==> src/hw/rtl/sst_pkg.sv <==
// Shared types and codes for the sorted set table.
`default_nettype none
package sst_pkg;

  // Operation codes carried on the input tuser.
  typedef enum logic [2:0] {
    FN_ADD     = 3'd0,
    FN_REMOVE  = 3'd1,
    FN_MEMBER  = 3'd2,
    FN_MIN     = 3'd3,
    FN_MAX     = 3'd4,
    FN_EXT_MIN = 3'd5,
    FN_EXT_MAX = 3'd6,
    FN_NONE    = 3'd7
  } func_t;

  // Sequencer states.
  typedef enum logic [2:0] {
    ST_IDLE,
    ST_READ,
    ST_SCAN,
    ST_SHIFT,
    ST_DONE
  } state_t;

  // Result flags passed from the sequencer to the output register.
  typedef struct packed {
    logic ok;
    logic full;
  } res_flags_t;

endpackage
`default_nettype wire

==> src/hw/rtl/sorted_set_table.sv <==
// Add, remove and member scan the key store, then shift its tail when a key goes in before
// the end or comes out before the last place. Min, max and extract max read one end word;
// extract min also shifts the rest of the store down. Min, max and the extracts skip the read on an empty set.
// One request is in work at a time, so a new word is taken in the cycle after the result
// leaves the sequencer; the output register lets it be taken while the previous word waits.
// Reset (rst_n, synchronous, low) empties the set and selects unsigned order.
`default_nettype none
module sorted_set_table #(
  parameter int CAPACITY  = 64,
  parameter int KEY_WIDTH = 32
) (
  input  wire logic        clk,
  input  wire logic        rst_n,
  input  wire logic        cfg_we,
  input  wire logic        cfg_wdata,     // signed_keys
  input  wire logic        in_tvalid,
  output logic             in_tready,
  input  wire logic [31:0] in_tdata,      // [31:0] key
  input  wire logic [2:0]  in_tuser,      // [2:0] func
  output logic             out_tvalid,
  input  wire logic        out_tready,
  output logic      [47:0] out_tdata      // [0] ok, [1] full_res, [33:2] key_out,
                                          // [40:34] count, [47:41] zero
);

  localparam int AW = (CAPACITY > 1) ? $clog2(CAPACITY) : 1;
  localparam int CW = $clog2(CAPACITY + 1);

  logic signed_keys_r;
  logic [KEY_WIDTH+31:0] key_ext;
  logic [KEY_WIDTH-1:0] req_key;
  logic res_valid, res_ready;
  sst_pkg::res_flags_t res_flags;
  logic [KEY_WIDTH-1:0] res_key;
  logic [CW-1:0] res_count;
  logic [KEY_WIDTH+31:0] kout_ext;
  logic [CW+6:0] cnt_ext;
  logic rd_en, wr_en;
  logic [AW-1:0] rd_addr, wr_addr;
  logic [KEY_WIDTH-1:0] rd_data, wr_data;
  logic out_valid_r;
  logic [47:0] out_data_r;

  // Key cut or widened to the table width.
  assign key_ext  = {{KEY_WIDTH{1'b0}}, in_tdata};
  assign req_key  = key_ext[KEY_WIDTH-1:0];
  assign kout_ext = {32'd0, res_key};
  assign cnt_ext  = {7'd0, res_count};

  // Order mode register.
  always_ff @(posedge clk) begin
    if (!rst_n) begin
      signed_keys_r <= 1'b0;
    end else if (cfg_we) begin
      signed_keys_r <= cfg_wdata;
    end
  end

  sst_ctrl #(
    .CAPACITY (CAPACITY),
    .KEY_WIDTH(KEY_WIDTH),
    .AW       (AW),
    .CW       (CW)
  ) u_ctrl (
    .clk        (clk),
    .rst_n      (rst_n),
    .signed_keys(signed_keys_r),
    .req_valid  (in_tvalid),
    .req_ready  (in_tready),
    .req_func   (in_tuser),
    .req_key    (req_key),
    .res_valid  (res_valid),
    .res_ready  (res_ready),
    .res_flags  (res_flags),
    .res_key    (res_key),
    .res_count  (res_count),
    .rd_en      (rd_en),
    .rd_addr    (rd_addr),
    .rd_data    (rd_data),
    .wr_en      (wr_en),
    .wr_addr    (wr_addr),
    .wr_data    (wr_data)
  );

  sst_ram #(
    .DEPTH(CAPACITY),
    .WIDTH(KEY_WIDTH),
    .AW   (AW)
  ) u_ram (
    .clk    (clk),
    .rd_en  (rd_en),
    .rd_addr(rd_addr),
    .rd_data(rd_data),
    .wr_en  (wr_en),
    .wr_addr(wr_addr),
    .wr_data(wr_data)
  );

  // Output word register.
  assign res_ready = !out_valid_r || out_tready;

  always_ff @(posedge clk) begin
    if (!rst_n) begin
      out_valid_r <= 1'b0;
    end else if (res_ready) begin
      out_valid_r <= res_valid;
    end
  end

  always_ff @(posedge clk) begin
    if (res_ready && res_valid) begin
      out_data_r <= {7'd0, cnt_ext[6:0], kout_ext[31:0], res_flags.full, res_flags.ok};
    end
  end

  assign out_tvalid = out_valid_r;
  assign out_tdata  = out_data_r;

`ifndef SYNTH
  // The held count never passes the capacity.
  a_count_bound: assert property (@(posedge clk) disable iff (!rst_n)
    res_count <= CW'(CAPACITY))
    else $error("count above capacity");

  // A refused full add never reports success.
  a_full_not_ok: assert property (@(posedge clk) disable iff (!rst_n)
    out_tvalid |-> !(out_tdata[0] && out_tdata[1]))
    else $error("full and ok together");

  // A returned key implies success.
  a_key_needs_ok: assert property (@(posedge clk) disable iff (!rst_n)
    (out_tvalid && out_tdata[33:2] != 32'd0) |-> out_tdata[0])
    else $error("key returned without ok");
`endif

endmodule
`default_nettype wire

==> src/hw/rtl/sst_ram.sv <==
// Single-port-write, single-port-read key store with a registered read.
`default_nettype none
module sst_ram #(
  parameter int DEPTH = 64,
  parameter int WIDTH = 32,
  parameter int AW    = 6
) (
  input  wire logic             clk,
  input  wire logic             rd_en,
  input  wire logic [AW-1:0]    rd_addr,
  output logic      [WIDTH-1:0] rd_data,
  input  wire logic             wr_en,
  input  wire logic [AW-1:0]    wr_addr,
  input  wire logic [WIDTH-1:0] wr_data
);

  logic [WIDTH-1:0] mem [DEPTH];

  // Write port.
  always_ff @(posedge clk) begin
    if (wr_en) begin
      mem[wr_addr] <= wr_data;
    end
  end

  // Read port, registered.
  always_ff @(posedge clk) begin
    if (rd_en) begin
      rd_data <= mem[rd_addr];
    end
  end

endmodule
`default_nettype wire

==> src/hw/rtl/sst_ctrl.sv <==
// Sequencer that reads, scans, shifts and updates the key store as each request needs.
`default_nettype none
module sst_ctrl #(
  parameter int CAPACITY  = 64,
  parameter int KEY_WIDTH = 32,
  parameter int AW        = 6,
  parameter int CW        = 7
) (
  input  wire logic                   clk,
  input  wire logic                   rst_n,
  input  wire logic                   signed_keys,
  input  wire logic                   req_valid,
  output logic                        req_ready,
  input  wire logic [2:0]             req_func,
  input  wire logic [KEY_WIDTH-1:0]   req_key,
  output logic                        res_valid,
  input  wire logic                   res_ready,
  output sst_pkg::res_flags_t         res_flags,
  output logic      [KEY_WIDTH-1:0]   res_key,
  output logic      [CW-1:0]          res_count,
  output logic                        rd_en,
  output logic      [AW-1:0]          rd_addr,
  input  wire logic [KEY_WIDTH-1:0]   rd_data,
  output logic                        wr_en,
  output logic      [AW-1:0]          wr_addr,
  output logic      [KEY_WIDTH-1:0]   wr_data
);

  localparam logic [CW-1:0] CapVal = CW'(CAPACITY);
  localparam logic [CW-1:0] One    = CW'(1);

  sst_pkg::state_t state_r, state_nxt;
  sst_pkg::func_t  func_r, func_nxt;
  logic [KEY_WIDTH-1:0] key_r, key_nxt;
  logic [KEY_WIDTH-1:0] kout_r, kout_nxt;
  logic [CW-1:0] cnt_r, cnt_nxt;
  logic [CW-1:0] idx_r, idx_nxt;
  logic [CW-1:0] pidx_r, pidx_nxt;
  logic [CW-1:0] last_r, last_nxt;
  logic [CW-1:0] pos_r, pos_nxt;
  logic [CW-1:0] eq_pos_r, eq_pos_nxt;
  logic [CW-1:0] gt_pos_r, gt_pos_nxt;
  logic [CW-1:0] ins_pos;
  logic pend_r, pend_nxt;
  logic go_r, go_nxt;
  logic up_r, up_nxt;
  logic found_r, found_nxt;
  logic gt_seen_r, gt_seen_nxt;
  logic ok_r, ok_nxt;
  logic full_r, full_nxt;
  logic [KEY_WIDTH-1:0] ord_rd, ord_key;
  logic rd_gt;

  // Map keys to an unsigned order: flipping the sign bit gives signed order.
  assign ord_rd  = {rd_data[KEY_WIDTH-1] ^ signed_keys, rd_data[KEY_WIDTH-2:0]};
  assign ord_key = {key_r[KEY_WIDTH-1] ^ signed_keys, key_r[KEY_WIDTH-2:0]};
  assign rd_gt   = ord_rd > ord_key;
  assign ins_pos = gt_seen_r ? gt_pos_r : cnt_r;

  assign res_flags.ok   = ok_r;
  assign res_flags.full = full_r;
  assign res_key        = kout_r;
  assign res_count      = cnt_r;

  // Control registers.
  always_ff @(posedge clk) begin
    if (!rst_n) begin
      state_r <= sst_pkg::ST_IDLE;
      cnt_r   <= '0;
      pend_r  <= 1'b0;
      go_r    <= 1'b0;
    end else begin
      state_r <= state_nxt;
      cnt_r   <= cnt_nxt;
      pend_r  <= pend_nxt;
      go_r    <= go_nxt;
    end
  end

  // Working registers.
  always_ff @(posedge clk) begin
    func_r    <= func_nxt;
    key_r     <= key_nxt;
    kout_r    <= kout_nxt;
    idx_r     <= idx_nxt;
    pidx_r    <= pidx_nxt;
    last_r    <= last_nxt;
    pos_r     <= pos_nxt;
    eq_pos_r  <= eq_pos_nxt;
    gt_pos_r  <= gt_pos_nxt;
    up_r      <= up_nxt;
    found_r   <= found_nxt;
    gt_seen_r <= gt_seen_nxt;
    ok_r      <= ok_nxt;
    full_r    <= full_nxt;
  end

  // Next state and memory accesses.
  always_comb begin
    state_nxt   = state_r;
    func_nxt    = func_r;
    key_nxt     = key_r;
    kout_nxt    = kout_r;
    cnt_nxt     = cnt_r;
    idx_nxt     = idx_r;
    pidx_nxt    = pidx_r;
    last_nxt    = last_r;
    pos_nxt     = pos_r;
    eq_pos_nxt  = eq_pos_r;
    gt_pos_nxt  = gt_pos_r;
    pend_nxt    = pend_r;
    go_nxt      = go_r;
    up_nxt      = up_r;
    found_nxt   = found_r;
    gt_seen_nxt = gt_seen_r;
    ok_nxt      = ok_r;
    full_nxt    = full_r;
    rd_en       = 1'b0;
    rd_addr     = idx_r[AW-1:0];
    wr_en       = 1'b0;
    wr_addr     = pidx_r[AW-1:0];
    wr_data     = rd_data;
    req_ready   = (state_r == sst_pkg::ST_IDLE);
    res_valid   = (state_r == sst_pkg::ST_DONE);

    unique case (state_r)
      sst_pkg::ST_IDLE: begin
        if (req_valid) begin
          func_nxt    = sst_pkg::func_t'(req_func);
          key_nxt     = req_key;
          kout_nxt    = '0;
          ok_nxt      = 1'b0;
          full_nxt    = 1'b0;
          found_nxt   = 1'b0;
          gt_seen_nxt = 1'b0;
          idx_nxt     = '0;
          pend_nxt    = 1'b0;
          go_nxt      = 1'b0;
          unique case (sst_pkg::func_t'(req_func))
            sst_pkg::FN_ADD, sst_pkg::FN_REMOVE, sst_pkg::FN_MEMBER: begin
              state_nxt = sst_pkg::ST_SCAN;
            end
            sst_pkg::FN_MIN, sst_pkg::FN_EXT_MIN: begin
              rd_addr   = '0;
              rd_en     = (cnt_r != '0);
              state_nxt = (cnt_r != '0) ? sst_pkg::ST_READ : sst_pkg::ST_DONE;
            end
            sst_pkg::FN_MAX, sst_pkg::FN_EXT_MAX: begin
              rd_addr   = AW'(cnt_r - One);
              rd_en     = (cnt_r != '0);
              state_nxt = (cnt_r != '0) ? sst_pkg::ST_READ : sst_pkg::ST_DONE;
            end
            default: begin
              state_nxt = sst_pkg::ST_DONE;
            end
          endcase
        end
      end

      // The end word has arrived from the store.
      sst_pkg::ST_READ: begin
        kout_nxt  = rd_data;
        ok_nxt    = 1'b1;
        state_nxt = sst_pkg::ST_DONE;
        if (func_r == sst_pkg::FN_EXT_MAX) begin
          cnt_nxt = cnt_r - One;
        end else if (func_r == sst_pkg::FN_EXT_MIN) begin
          if (cnt_r == One) begin
            cnt_nxt = cnt_r - One;
          end else begin
            up_nxt    = 1'b0;
            idx_nxt   = One;
            last_nxt  = cnt_r - One;
            go_nxt    = 1'b1;
            pend_nxt  = 1'b0;
            state_nxt = sst_pkg::ST_SHIFT;
          end
        end
      end

      // Linear scan: one read issued and one word compared per cycle.
      sst_pkg::ST_SCAN: begin
        pend_nxt = (idx_r != cnt_r);
        pidx_nxt = idx_r;
        if (idx_r != cnt_r) begin
          rd_en   = 1'b1;
          idx_nxt = idx_r + One;
        end
        if (pend_r) begin
          if (rd_data == key_r) begin
            found_nxt  = 1'b1;
            eq_pos_nxt = pidx_r;
          end
          if (!gt_seen_r && rd_gt) begin
            gt_seen_nxt = 1'b1;
            gt_pos_nxt  = pidx_r;
          end
        end
        if (idx_r == cnt_r && !pend_r) begin
          state_nxt = sst_pkg::ST_DONE;
          priority case (func_r)
            sst_pkg::FN_ADD: begin
              if (found_r) begin
                ok_nxt = 1'b0;
              end else if (cnt_r == CapVal) begin
                full_nxt = 1'b1;
              end else if (ins_pos == cnt_r) begin
                wr_en   = 1'b1;
                wr_addr = cnt_r[AW-1:0];
                wr_data = key_r;
                cnt_nxt = cnt_r + One;
                ok_nxt  = 1'b1;
              end else begin
                pos_nxt   = ins_pos;
                up_nxt    = 1'b1;
                idx_nxt   = cnt_r - One;
                last_nxt  = ins_pos;
                go_nxt    = 1'b1;
                state_nxt = sst_pkg::ST_SHIFT;
              end
            end
            sst_pkg::FN_REMOVE: begin
              if (found_r) begin
                ok_nxt = 1'b1;
                if (eq_pos_r == cnt_r - One) begin
                  cnt_nxt = cnt_r - One;
                end else begin
                  up_nxt    = 1'b0;
                  idx_nxt   = eq_pos_r + One;
                  last_nxt  = cnt_r - One;
                  go_nxt    = 1'b1;
                  state_nxt = sst_pkg::ST_SHIFT;
                end
              end
            end
            sst_pkg::FN_MEMBER: begin
              ok_nxt = found_r;
            end
            default: begin
              ok_nxt = 1'b0;
            end
          endcase
        end
      end

      // Move words by one place: read one, write the one read last cycle.
      sst_pkg::ST_SHIFT: begin
        pend_nxt = go_r;
        pidx_nxt = idx_r;
        if (go_r) begin
          rd_en = 1'b1;
          if (idx_r == last_r) begin
            go_nxt = 1'b0;
          end else begin
            idx_nxt = up_r ? idx_r - One : idx_r + One;
          end
        end
        if (pend_r) begin
          wr_en   = 1'b1;
          wr_addr = up_r ? AW'(pidx_r + One) : AW'(pidx_r - One);
        end
        if (!go_r && !pend_r) begin
          state_nxt = sst_pkg::ST_DONE;
          if (up_r) begin
            wr_en   = 1'b1;
            wr_addr = pos_r[AW-1:0];
            wr_data = key_r;
            cnt_nxt = cnt_r + One;
            ok_nxt  = 1'b1;
          end else begin
            cnt_nxt = cnt_r - One;
          end
        end
      end

      sst_pkg::ST_DONE: begin
        if (res_ready) begin
          state_nxt = sst_pkg::ST_IDLE;
        end
      end

      default: begin
        state_nxt = sst_pkg::ST_IDLE;
      end
    endcase
  end

endmodule
`default_nettype wire
==> config.mk <==
export PLATFORM = sky130hd
export DESIGN_NAME = sorted_set_table
export DESIGN_NICKNAME = d
export VERILOG_FILES = /design/src/hw/rtl/sst_pkg.sv /design/src/hw/rtl/sorted_set_table.sv /design/src/hw/rtl/sst_ram.sv /design/src/hw/rtl/sst_ctrl.sv
export SDC_FILE = /design/constraint.sdc
export NUM_CORES = 2
export LEC_CHECK = 0
export ABC_AREA = 1
export CORE_ASPECT_RATIO = 1.2
export CORE_UTILIZATION = 45
export CTS_CLUSTER_DIAMETER = 200
export DETAILED_ROUTE_END_ITERATION = 6
export DONT_BUFFER_PORTS = 1
export PLACE_DENSITY = 0.67
export SLEW_MARGIN = 20
export SYNTH_ARGS = -nofsm -noshare
export SYNTH_HDL_FRONTEND = slang
export SYNTH_SLANG_ARGS = --single-unit
==> constraint.sdc <==
create_clock -name clk -period 7.25 [get_ports clk]
set_input_delay 0 -clock clk [delete_from_list [all_inputs] [get_ports clk]]
set_output_delay 0 -clock clk [all_outputs]
set_load 0.05 [all_outputs]
After elaboration in Yosys (flattened, before gate mapping)
Memories as Yosys holds them, arrays and structs flattened. A register that Yosys moved wholly into a read port is not among the register bits. Index checks and enable logic that the tools add are counted.

Bits in writable memories: 2048. Bits of input ports: 41. Memories kept: 1. Bits in registers: 168.

Eq/ne operators: 50. Reduce and logical (&&, ||, !) cells: 38. $add $sub $neg: 7. Bitwise operators: 5. Multiplexer cells: 139. Order comparisons: 1.

Memory list: u_ram.mem (words 64, bits a word 32, read ports 1, clocked after memory_dff 1, write ports 1, line sst_ram.sv:17) `logic [WIDTH-1:0] mem [DEPTH];`.

Operators by type and width (count): 32-bit 2-to-1 mux (8); 7-bit 2-to-1 mux (35); 32-bit one-hot mux with 2 select lines (2); 6-bit 2-to-1 mux (11); 7-bit one-hot mux with 2 select lines (4); 1-bit 2-to-1 mux (47); 3-bit 2-to-1 mux (13); 32-bit == test (1); 32-bit greater-than comparator (1); 7-bit == test (4); 7-bit one-hot mux with 4 select lines (1); 6-bit one-hot mux with 2 select lines (2); 11-bit AND reduction (2); 7-bit by 1-bit adder with 7-bit output, second input constant (3); 7-bit one-hot mux with 3 select lines (1); 2-bit by 1-bit inequality test with 1-bit output, second input constant (10); 3-bit == test, second input constant (6); 3-bit by 2-bit == test with 1-bit output, second input constant (5); 3-bit one-hot mux with 5 select lines (1); 1-bit one-hot mux with 2 select lines (7); 7-bit by 1-bit subtractor with 7-bit output, second input constant (2); 2-bit inequality test, second input constant (6); 3-bit by 2-bit inequality test with 1-bit output, second input constant (4); 3-bit inequality test, second input constant (4); 33 further kinds (60).

Logic depth before layout (Yosys ltp)
Depth in word-level cells: 10. Gate-level depth with buffers: 17. Mapped depth without buffers: 16.

Hierarchy
From an unflattened synthesis, not the netlist that was laid out.

Cell total of the unflattened synthesis: 7895. Area, all modules: 92919.1 sq um.

Modules (own cells, without submodules): sst_ram (times used 1, sequential area each 62459.9 sq um, cells an instance 6785, area each 83106.0 sq um); sst_ctrl (times used 1, sequential area each 3633.5 sq um, cells an instance 1049, area each 8438.1 sq um); sorted_set_table (times used 1, sequential area each 1271.2 sq um, cells an instance 61, area each 1375.1 sq um).

Worst setup path before layout
OpenSTA, ideal clock, no wires.

Path type: register to register. From: register out_valid_r, in the netlist out_tvalid. To: register out_data_r[0], in the netlist out_tdata[0], enable pin. Data required time: 6705 ps. Stages on the path, launching flop included: 4. Buffers on the path: 0. Data arrival time: 4595 ps. Slack: 2110 ps. Cell sequence: dfxtp_1 > inv_1 > nor2_1 > nor4_1.

Cells in the longest elaborated chain, start to end: 3.

RTL lines: start, declared (line sorted_set_table.sv:41) `logic out_valid_r;`; start signal, assigned (line sorted_set_table.sv:106) `out_valid_r <= res_valid;`; 1-bit logical NOT (line sorted_set_table.sv:100) `assign res_ready = !out_valid_r || out_tready;`; 1-bit logical OR (line sorted_set_table.sv:100); 1-bit logical AND (line sorted_set_table.sv:111) `if (res_ready && res_valid) begin`; end signal, assigned (line sorted_set_table.sv:112) `out_data_r <= {7'd0, cnt_ext[6:0], kout_ext[31:0], res_flags.full, res_flags.ok};`; end, declared (line sorted_set_table.sv:42) `logic [47:0] out_data_r;`.

No other way between the ends. A chain may end at the register's enable or synchronous reset.

Worst setup path after layout
From: register u_ctrl.state_r[2]. To: register u_ram.rd_data[13], read port of u_ram.mem (data pin).

Cells in the longest elaborated chain, start to end: 2. Elaborated cells on any way between the ends: 5.

RTL lines: start, declared (line sst_ctrl.sv:32) `sst_pkg::state_t state_r, state_nxt;`; start signal, assigned (line sst_ctrl.sv:68) `state_r <= sst_pkg::ST_IDLE;`; start signal, assigned (line sst_ctrl.sv:73) `state_r <= state_nxt;`; 3-bit by 2-bit == test with 1-bit output / 3-bit logical NOT (equally long branches) (line sst_ctrl.sv:126) `unique case (state_r)`; 1-bit one-hot mux with 3 select lines / 6-bit 2-to-1 mux (equally long branches) (line sst_ctrl.sv:126); end, declared (line sst_ram.sv:11) `output logic [WIDTH-1:0] rd_data,`.

Several ways; a longest one is shown, not always the timed one.

==> results.toml <==
[sta]
finalHoldViolCount = 0
period_minus_slack_ns = 5.10
fmax_mhz = 196
slew_headroom = 0.197
holdWs_ns = 0.110
final.setup.tns_ns = 0
finalMaxSlewViolations = 0
period_share = 0.704
max_slew.worst_pin.slew_ns = 1.20
clock-skew-final_ns = 0.0652
rsz0062_at_grt = "no"
setup_violations = 0

[logic_synthesis]
ys.flop_type = "edfxtp_1"
synth_edf_count = 2234
ys.warnings.count = 0
synth_compound_area_frac = 0.00931
yosysSeqAreaShare = 0.671
synth_top_family_by_area = "simple AND/OR/NAND/NOR gates"
yosys.cell_types.count = 54
syn_inst = 9039
syn_avg_cell_area_um2 = 11.1
synth.mux.area_fraction = 0.000199
synth-adder-area-share = 0.00531
async_flop_share = 0
syn_area_um2 = 100000
synth_seq_cells = 2248
synth-xor-area-share = 0.00314
synth-simple-area-share = 0.234

[setup_path]
worst-setup-path-type = "flip-flop to flip-flop"
reg2regPathDepth = 15
crit_path_start_kind = "flip-flop"
worst_ep_arrival_time_ns = 5.70
crit_required_ns = 7.85
worstPathMaxFanout = 120
end_kind = "flip-flop"

[placement]
dpl_cell_area_um2 = 104000
io_buffers = 0
gp_congestion = 0.889
dp_hpwl_um = 160000

[routing]
wl_per_cell_um = 23.6
vias = 68700
viasPerCell = 5.69
firstDrtPassIters = 6
drt_iter0_markers = 8008
routed_wl_um = 285000
drtAntennaViolNets = 0
drc = 0

[job]
maxCapViolCount = 0

[min_path]
hold_class = "input pin to flip-flop"
min_path_cells = 8

[cts]
cts_setup_buffers = 0
clockRootBuffer = "clkbuf_16"
cts_buffer_depth = 4
cts_buffers = 217
clk-insertion-delay-late_ns = 0.89
clock_sinks = 2248
cts_tree = "built"
cts-htree-levels = 4
clk_pin_slew_worst_paths_ns = 0.06

[power_and_ir_drop]
clkPwrFrac = 0.225
p_per_area_nw_per_um2 = 442
p_total_mw = 49.4
swShare = 0.418
seq_power_share = 0.376
ir_drop_mv = 0.432
pwr-share-comb = 0.400
p_int_mw = 28.7
switchingPower_mw = 20.6
leakagePower_nw = 42.5

[final_layout]
layout_common_cells = "edfxtp_1 (2234), nand3_1 (2224), nand2_1 (1424)"
area_growth_pct = 11.3
post-route-util = 0.505
final_common_cell = "edfxtp_1"
nNetsFinal = 9018
drive_above_1_share = 0.0744
final_cell_area_um2 = 112000

[floorplanning]
core_um2 = 221000
num_rows = 189
fp.dieW_um = 433
die_h_um = 519
die-area_um2 = 225000
start_util = 0.454
ios = 91

[global_route]
antenna_found_initial = 7
gr-total-overflow = 0
grt_pass1_vias = 65400
grt_pass1_wl_um = 422000
grt_usage = 0.248
grt_max_degree = 198

[status]
status = "complete, no violations"
-- registers in the layout, summed over array words and instances (netlist names), 3 cells and up --
| name | count |
|---|---|
| u_ram.mem | 2048 |
| out_tdata | 41 |
| u_ctrl.key_r | 32 |
| u_ctrl.res_key | 32 |
| u_ram.rd_data | 32 |
| u_ctrl.eq_pos_r | 7 |
| u_ctrl.gt_pos_r | 7 |
| u_ctrl.idx_r | 7 |
| u_ctrl.last_r | 7 |
| u_ctrl.pidx_r | 7 |
| u_ctrl.res_count | 7 |
| u_ctrl.pos_r | 6 |
| u_ctrl.func_r | 3 |
| u_ctrl.state_r | 3 |
-- worst paths after layout --
| check | from | to | slack [ns] |
|---|---|---|---|
| min reg2reg | u_ctrl.res_key[15] | out_tdata[17] | 0.42 |
| min | in_tuser[1] | u_ctrl.state_r[2] | 0.11 |
| max reg2reg | u_ctrl.state_r[2] | u_ram.rd_data[13] | 2.15 |
| max | u_ctrl.state_r[2] | u_ram.rd_data[13] | 2.15 |
-- power groups by stage --
stage	Sequential, mW	Clock (mW)	Combinational, mW
6_report	18.6	11.1	19.7
5_1_grt	18.6	11.7	21.0
4_1_cts	18.5	11.2	19.4
3_5_place_dp	18.8	0	19.3
3_3_place_gp	18.8	0	19.1
2_1_floorplan	18.9	0	11.6
-- cells by family (layout without fill, tap and decap cells) --
family | after synthesis | count (layout)
compound gates | 159 | 159
xor+xnor | 36 | 36
fa+ha+maj | 42 | 42
buf+inv | 1895 | 1960
flops | 2248 | 2248
mux | 2 | 2
other cells | 1 | 9
simple gates | 4656 | 4656
-- cell type report --
type / instances / area, µm²
antenna: 2 / 5.00
tap: 2960 / 3700
fill: 19000 / 110000
timing repair buffer: 261 / 2650
multi-input combinational: 4902 / 26300
clock buffer: 269 / 5750
inverter: 1305 / 4910
sequential: 2248 / 67400
clock inverter: 125 / 1070
-- worst max-delay path: stages (launching register included) --
cell and delay [ns]:
dfxtp_1 0.53, inv_2 0.12, nand3_2 0.22, inv_2 0.35
nand2_4 0.27, nand2_8 0.28, nand2_8 0.78, buf_12 0.38
buf_4 0.40, nand2_1 0.10, nand3_1 0.09, nand3_1 0.13
nand3_1 0.13, nand3_1 0.24, nand3_1 0.35, nand2_1 0.12
-- per-layer routing --
layer  GRT usage  vias up  share of wire
li1            -    30900              -
met1       0.331    33700           0.39
met2       0.413     3471           0.49
met5           0        -       0.000095
met3      0.0297      604          0.084
met4      0.0928        4          0.037
-- cells in the mapped netlist (8+ instances only) --
master / count / share of area
buf_4: 16 / 0.0012
dfxtp_1: 14 / 0.0028
nand2_1: 1424 / 0.053
buf_2: 399 / 0.020
inv_2: 26 / 0.00097
inv_1: 1279 / 0.048
nor3_1: 13 / 0.00065
nand2_2: 12 / 0.00075
xnor2_1: 11 / 0.00096
nor2_2: 8 / 0.00050
edfxtp_1: 2234 / 0.67
nand3_1: 2224 / 0.11
o21ai_0: 84 / 0.0042
nand4_1: 11 / 0.00069
nand3b_1: 767 / 0.057
a21oi_1: 35 / 0.0017
clkbuf_1: 143 / 0.0053
ha_1: 41 / 0.0051
nor2_1: 162 / 0.0061
xor2_1: 25 / 0.0022
buf_1: 25 / 0.00093
-- stage by stage --
| stage | instances | worst slack, ns |
|---|---|---|
| after floorplan | 9045 | 2.11 |
| after global placement | 11600 | 2.33 |
| after detailed placement | 11600 | 2.29 |
| after CTS | 12100 | 2.29 |
| after global routing | 12100 | 1.98 |
| final | 12100 | 2.15 |
-- repair_timing --
action,4_1_cts,5_1_grt
endpoints found under the hold margin,198,0
resized for setup,0,0
setup endpoints to repair,0,0
hold buffers,78,0
Power figures use the tool's default switching activity.
